## config.mk

```make
export PLATFORM = sky130hd
export DESIGN_NAME = rcfr_job_fifo
export DESIGN_NICKNAME = d
export VERILOG_FILES = /design/src/rtl/rcfr_pkg.sv /design/src/rtl/rcfr_job_fifo.sv
export VERILOG_INCLUDE_DIRS = /design/src /design/src/rtl
export SDC_FILE = /design/constraint.sdc
export NUM_CORES = 1
export LEC_CHECK = 0
export BUFFER_PORTS_ARGS = -buffer_cell sky130_fd_sc_hd__buf_4
export CORE_UTILIZATION = 25
export CTS_BUF_LIST = sky130_fd_sc_hd__clkbuf_4 sky130_fd_sc_hd__clkbuf_8 sky130_fd_sc_hd__clkbuf_16
export DETAILED_ROUTE_END_ITERATION = 8
export GPL_ROUTABILITY_DRIVEN = 0
export PLACE_DENSITY_LB_ADDON = 0.2
export SYNTH_ARGS = -nofsm -noshare
export SYNTH_HDL_FRONTEND = slang
export SYNTH_SLANG_ARGS = --single-unit
```

## constraint.sdc

```tcl
create_clock -name clk_i -period 5 [get_ports clk_i]
set_input_delay 0 -clock clk_i [delete_from_list [all_inputs] [get_ports clk_i]]
set_output_delay 0 -clock clk_i [all_outputs]
set_load 0.005 [all_outputs]
```

## src/rtl/radio_control_frame_responder_defines.svh

```systemverilog
// ----------------------------------------------------------------------------
// Radio control frame responder assertion macros
// Concurrent assertion wrappers; they compile away when SYNTHESIS is set.
// ----------------------------------------------------------------------------
`ifndef RADIO_CONTROL_FRAME_RESPONDER_DEFINES_SVH
`define RADIO_CONTROL_FRAME_RESPONDER_DEFINES_SVH

`ifndef SYNTHESIS
// check on every edge outside reset
`define RCFR_ASSERT(lbl, clk, rst_n, prop, msg) \
  lbl: assert property (@(posedge clk) disable iff (!rst_n) prop) else $error(msg);
// check on every edge, reset included
`define RCFR_ASSERT_ALWAYS(lbl, clk, prop, msg) \
  lbl: assert property (@(posedge clk) prop) else $error(msg);
`else
`define RCFR_ASSERT(lbl, clk, rst_n, prop, msg)
`define RCFR_ASSERT_ALWAYS(lbl, clk, prop, msg)
`endif

`endif

```

## src/rtl/rcfr_pkg.sv

```systemverilog
// ----------------------------------------------------------------------------
// Radio control frame responder package
// Shared widths, codes and the job word passed from parser to reply side.
// ----------------------------------------------------------------------------
`default_nettype none

package rcfr_pkg;

  localparam int unsigned ByteW     = 8;
  localparam int unsigned FreqW     = 34;
  localparam int unsigned KindW     = 2;
  localparam int unsigned CfgIdxW   = 2;
  localparam int unsigned BcdDigits = 10;
  localparam int unsigned BcdW      = 4 * BcdDigits;

  localparam int unsigned FreqBytesDefault  = 5;
  localparam int unsigned QueueDepthDefault = 4;

  localparam logic [ByteW-1:0] Preamble = 8'hFE;
  localparam logic [ByteW-1:0] EndMark  = 8'hFD;
  localparam logic [ByteW-1:0] ReplyCmd = 8'h03;

  localparam logic [FreqW-1:0] FreqMax      = 34'd9999999999;
  localparam logic [FreqW-1:0] FreqReset    = 34'd145000000;
  localparam logic [BcdW-1:0]  FreqBcdReset = 40'h0145000000;
  localparam logic [BcdW-1:0]  FreqBcdMax   = {BcdDigits{4'h9}};

  localparam logic [ByteW-1:0] ModeReset    = 8'd1;
  localparam logic [ByteW-1:0] SquelchReset = 8'd1;

  localparam logic [ByteW-1:0] SetFreqCodeReset = 8'd5;
  localparam logic [ByteW-1:0] GetFreqCodeReset = 8'd3;
  localparam logic [ByteW-1:0] SetModeCodeReset = 8'd6;
  localparam logic [ByteW-1:0] SetSqlCodeReset  = 8'd20;

  typedef enum logic [KindW-1:0] {
    KIND_TX      = 2'd0,
    KIND_FREQ    = 2'd1,
    KIND_MODE    = 2'd2,
    KIND_SQUELCH = 2'd3
  } kind_e;

  typedef enum logic [CfgIdxW-1:0] {
    REG_SET_FREQ = 2'd0,
    REG_GET_FREQ = 2'd1,
    REG_SET_MODE = 2'd2,
    REG_SET_SQL  = 2'd3
  } cfg_reg_e;

  typedef enum logic [2:0] {
    PH_PRE1 = 3'd0,
    PH_PRE2 = 3'd1,
    PH_TO   = 3'd2,
    PH_FROM = 3'd3,
    PH_CMD  = 3'd4,
    PH_FREQ = 3'd5,
    PH_ONE  = 3'd6,
    PH_END  = 3'd7
  } phase_e;

  // One queued job: an event word or a whole reply frame
  typedef struct packed {
    kind_e             kind;
    logic [ByteW-1:0]  target;
    logic [ByteW-1:0]  source;
    logic [FreqW-1:0]  frequency;
    logic [BcdW-1:0]   freq_bcd;
    logic [ByteW-1:0]  mode;
    logic [ByteW-1:0]  squelch;
  } job_t;

endpackage

`default_nettype wire

```

## src/rtl/rcfr_job_fifo.sv

```systemverilog
// ----------------------------------------------------------------------------
// Job queue
// Short register queue between the parser and the reply generator.
// ----------------------------------------------------------------------------
`default_nettype none
`include "radio_control_frame_responder_defines.svh"

module rcfr_job_fifo
  import rcfr_pkg::*;
#(
  parameter int unsigned DEPTH = QueueDepthDefault
) (
  input  wire        clk_i,
  input  wire        rst_ni,
  input  wire        push_i,
  input  wire job_t  job_i,
  output logic       full_o,
  input  wire        pop_i,
  output job_t       head_o,
  output logic       empty_o
);

  localparam int unsigned PtrW = (DEPTH > 1) ? $clog2(DEPTH) : 1;
  localparam int unsigned CntW = $clog2(DEPTH + 1);
  localparam logic [PtrW-1:0] LastPtr = PtrW'(DEPTH - 1);

  job_t            entries_q [DEPTH];
  logic [PtrW-1:0] wr_ptr_q, wr_ptr_d;
  logic [PtrW-1:0] rd_ptr_q, rd_ptr_d;
  logic [CntW-1:0] count_q, count_d;

  assign full_o  = (count_q == CntW'(DEPTH));
  assign empty_o = (count_q == '0);
  assign head_o  = entries_q[rd_ptr_q];

  always_comb begin
    wr_ptr_d = wr_ptr_q;
    rd_ptr_d = rd_ptr_q;
    count_d  = count_q;
    if (push_i) begin
      wr_ptr_d = (wr_ptr_q == LastPtr) ? '0 : wr_ptr_q + 1'b1;
    end
    if (pop_i) begin
      rd_ptr_d = (rd_ptr_q == LastPtr) ? '0 : rd_ptr_q + 1'b1;
    end
    if (push_i && !pop_i) begin
      count_d = count_q + 1'b1;
    end else if (pop_i && !push_i) begin
      count_d = count_q - 1'b1;
    end
  end

  always_ff @(posedge clk_i or negedge rst_ni) begin
    if (!rst_ni) begin
      wr_ptr_q <= '0;
      rd_ptr_q <= '0;
      count_q  <= '0;
    end else begin
      wr_ptr_q <= wr_ptr_d;
      rd_ptr_q <= rd_ptr_d;
      count_q  <= count_d;
    end
  end

  always_ff @(posedge clk_i) begin
    if (push_i) begin
      entries_q[wr_ptr_q] <= job_i;
    end
  end

  `RCFR_ASSERT(a_count_bound, clk_i, rst_ni, count_q <= CntW'(DEPTH), "job queue count overrun")
  `RCFR_ASSERT(a_no_push_full, clk_i, rst_ni, full_o |-> !push_i, "push into full job queue")
  `RCFR_ASSERT(a_no_pop_empty, clk_i, rst_ni, empty_o |-> !pop_i, "pop from empty job queue")
  `RCFR_ASSERT(a_count_up, clk_i, rst_ni,
    (push_i && !pop_i) |=> (count_q == $past(count_q) + 1'b1), "job queue count lost a push")

endmodule

`default_nettype wire

```

# == Word-level counts from Yosys, hierarchy flattened ==
# Memories as Yosys holds them, arrays and structs flattened.
# Index checks and enable logic that the tools add are counted.
# totals
reg_bits,7
ramBits,432
input_bits,112
out_inout_bits,110
elab_cells,23
n_memories,1
# op_classes
addsub,4
eq_ne,3
muxes,6
reduce_logical,6
# mem_list
name,depth,width,rd,rd_ports_with_merged_regs,write_ports,line_no,text
entries_q,4,108,1,0,1,rcfr_job_fifo.sv:27,job_t entries_q [DEPTH];
# op_table
cell,n
3-bit 2-to-1 mux,2
2-bit by 1-bit adder with 2-bit output (second input constant),2
2-bit equality test (second input constant),2
2-bit 2-to-1 mux,2
3-bit by 1-bit adder with 3-bit output (second input constant),1
3-bit equality test (second input constant),1
3-bit logical NOT,1
3-bit by 1-bit subtractor with 3-bit output (second input constant),1
1-bit logical AND,2
1-bit logical NOT,2
1-bit 2-to-1 mux,2
2-bit nonzero test,1

# == Longest topological paths before layout ==
# logic_depth
ltp_word,4
ltp_mapped,7
ltp_nobuf,7

# == Worst setup path after synthesis ==
# OpenSTA, ideal clock, no wires.
# synth_timing
path_kind,flip-flop to flip-flop
start,register wr_ptr_q[0]
end,"memory entries_q[2][0] (netlist bit), enable pin"
t_arrival_ns,3.114
required_ns,4.521
slack_ns,1.407
path_stages_with_launch,4
n_path_buf,0
synth_period_minus_slack_ns,3.593
cell_sequence,dfrtp_1 -> inv_1 -> ha_1 -> and2_1
# synth_rtl
element,line_no,text
"start, declared",rcfr_job_fifo.sv:28,"logic [PtrW-1:0] wr_ptr_q, wr_ptr_d;"
"start signal, assigned",rcfr_job_fifo.sv:59,wr_ptr_q <= wr_ptr_d;
"end, declared",rcfr_job_fifo.sv:27,
# No word-level cell before the write port.

==> results.json <==
{
  "clk_pin_slew_ns": 0.06,
  "clockPowerShare_pct": 29.5,
  "crit_arrival_ns": 2.82,
  "synthDistinctLibCells": 18,
  "power_density_mw_per_mm2": 543,
  "cts_tree": "built",
  "ys_top_cells_by_area": "edfxtp_1, mux4_2, dfrtp_1",
  "crit_cells": 3,
  "maxSlewHeadroom_pct": 33.6,
  "crit_path_end_kind": "output port",
  "via_per_inst": 4.06,
  "dp.cells": 1651,
  "final_max_slew_viol_count": 0,
  "synth-seq-cells": 439,
  "clkLatencyLatePin_ns": 0.57,
  "drt-initial-drc-count": 386,
  "drcViolationCount": 0,
  "max_cap_violations": 0,
  "crit_chain": "buf_4 -> mux4_2 -> buf_4",
  "hp-class": "input port to flop",
  "std_cell_rows": 92,
  "final_common_cell": "edfxtp_1",
  "coreArea_mm2": 0.0632,
  "clkSinkCount": 439,
  "antenna_found_initial": 0,
  "initial_core_util_pct": 25.3,
  "crit_family": "flip-flops",
  "clockBufferDepth": 3,
  "die_width_um": 255,
  "path_class": "flop to output port",
  "cts_buffers": 49,
  "seq_area_frac_synth_pct": 82.1,
  "drt_first_pass_iters": 4,
  "cp_max_fo": 33,
  "drive_gt1_share_pct": 41.5,
  "clock_skew_ns": 0.0121,
  "num_vias": 7517,
  "hold_depth": 2,
  "rsz0062_at_grt": "no",
  "ir_worst_vdd_uv": 307,
  "setup-violations-final": 0,
  "power_frac_comb_pct": 27.0,
  "fp.dieH_um": 255,
  "fillers": 5999,
  "seqPwrFrac_pct": 43.5,
  "worst-path-buf-inv": 2,
  "worstMarginPinSlew_ns": 0.996,
  "p_sw_w": 0.00311,
  "yosys.area.top_type": "edfxtp_1",
  "seq_area_mm2": 0.0132,
  "io_pins": 222,
  "routed_wl_mm": 34.4,
  "period_needed_ns": 2.82,
  "ctsHtreeMaxLevel": 2,
  "grt_max_degree": 59,
  "syn_nets": 720,
  "internal_power_w": 0.00848,
  "cts-root-buf": "clkbuf_16",
  "overflow": 0,
  "syn_area_per_cell_um2": 26.6,
  "finalHoldViolCount": 0,
  "status": "complete, no violations",
  "grt_pass1_wl_mm": 50.6,
  "ctsResizeCount": 0,
  "power_leakage_nw": 7.20,
  "multi_input_area_mm2": 0.00266,
  "wl_per_cell_um": 18.6,
  "yosysWarnings": 0,
  "slowest_stage": "dfrtp_4",
  "port_buffers": 221,
  "fmax_mhz": 355,
  "period_share_pct": 56.4,
  "dieArea_mm2": 0.0651,
  "synth_top_area_share_pct": 81.0,
  "netlist_area_mm2": 0.0160,
  "p_sw_share_pct": 26.9,
  "mostFrequentLayoutCells": "edfxtp_1, buf_4, dlygate4sd3_1, mux4_2, clkbuf_16",
  "diodes": 0,
  "ant_nets": 0,
  "cpPeakStageDelay_ns": 0.92,
  "fin_cells": 1853,
  "area_growth_pct": 33.3,
  "crit_required_ns": 5.00,
  "syn_inst": 601,
  "first_global_vias": 8238,
  "reg2reg_depth": 4,
  "fin_nets": 1087,
  "setup_tns_ns": 0,
  "track_usage_pct": 10.5,
  "crit_path_start_kind": "flop",
  "cpMostUsedCell": "buf_4"
}
cell usage after synthesis:
cell	n
buf_6	11
fa_1	1
inv_1	4
buf_2	11
and2_1	4
nor2_1	3
dfrtp_1	7
nor3b_1	1
buf_4	2
o21ai_0	2
xor2_1	2
ha_1	6
mux4_2	108
edfxtp_1	432
nor3_1	1
mux2_2	3
nand2_1	2
xnor2_1	1
kinds of logic after synthesis:
group	share of synthesized area [%]
XOR/XNOR	0.164
AND/OR/NAND/NOR	0.352
adder cells (fa/ha/maj)	0.594
buffers and inverters	1.31
flip-flops	82.1
AO/OA/AOI/OAI	0.0625
multiplexers	15.4
final cells by class:
cell class	instances	share of cell area, %
clock inverter	29	0.885
inverter	4	0.0704
tap	846	4.96
sequential	439	61.6
timing repair buffer	340	13.6
clock buffer	61	6.33
multi-input combinational	134	12.5
worst paths after layout:
check / start / endpoint / slack, ns
worst max-delay path: rd_ptr_q[0]$_DFFE_PN0P_ / head_o[39] / 2.18
worst min-delay path: job_i[11] / entries_q[3][11]$_DFFE_PP_ / 0.17
worst max register to register: wr_ptr_q[0]$_DFFE_PN0P_ / entries_q[2][30]$_DFFE_PP_ / 2.76
worst min register to register: count_q[2]$_DFFE_PN0P_ / count_q[2]$_DFFE_PN0P_ / 0.48
max in group asynchronous: rst_ni / rd_ptr_q[0]$_DFFE_PN0P_ / 4.29
min in group asynchronous: rst_ni / count_q[2]$_DFFE_PN0P_ / 0.40
power by group through the flow:
stage / Combinational [W] / Sequential [W] / Clock (W)
after floorplan: 0.00183 / 0.00494 / 0
after global placement: 0.00319 / 0.00514 / 0
after detailed placement: 0.00319 / 0.00515 / 0
after CTS: 0.00327 / 0.00508 / 0.00354
after global routing: 0.00341 / 0.00512 / 0.00367
final: 0.00313 / 0.00504 / 0.00342
routing by layer:
| metal | share of wire, % | wire length, um | global-route usage [%] | up-vias |
|---|---|---|---|---|
| li1 | - | - | - | 3345 |
| met1 | 43 | 15000 | 13.4 | 3958 |
| met3 | 4.6 | 1580 | 2.64 | 52 |
| met5 | 0 | 0 | 0 | - |
| met4 | 2.1 | 717 | 3.18 | 0 |
| met2 | 50 | 17200 | 17.6 | 162 |
worst register-to-register path, stage by stage, from the launching register on:
cell	delay, ns
dfrtp_1	0.41
inv_1	0.10
ha_1	0.15
and2_4	0.72
buf_12	0.42
stage by stage:
stage          area [um2]  util [%]  hold slack, ns  total power, W  setup WS, ns
3_5_place_dp        18700      29.6          -0.172         0.00834          2.63
5_1_grt             21300      33.8           0.144          0.0122          1.92
2_1_floorplan       16000         -          -0.296         0.00677          1.41
3_3_place_gp        18700      29.6          -0.171         0.00832          2.65
4_1_cts             21300      33.8           0.115          0.0119          2.01
6_report            21300      33.8           0.166          0.0116          2.18
flip-flops by register name, indices dropped and copies added, names as in the netlist:
signal / cells
count_q: 3
entries_q: 432
wr_ptr_q: 2
rd_ptr_q: 2
timing repair:
action / in CTS / in global routing
endpoints found under the hold margin: 446 / 0
hold buffers: 112 / 0
buffers inserted: 0 / 0
No activity file was read; power rests on OpenSTA's default activity.
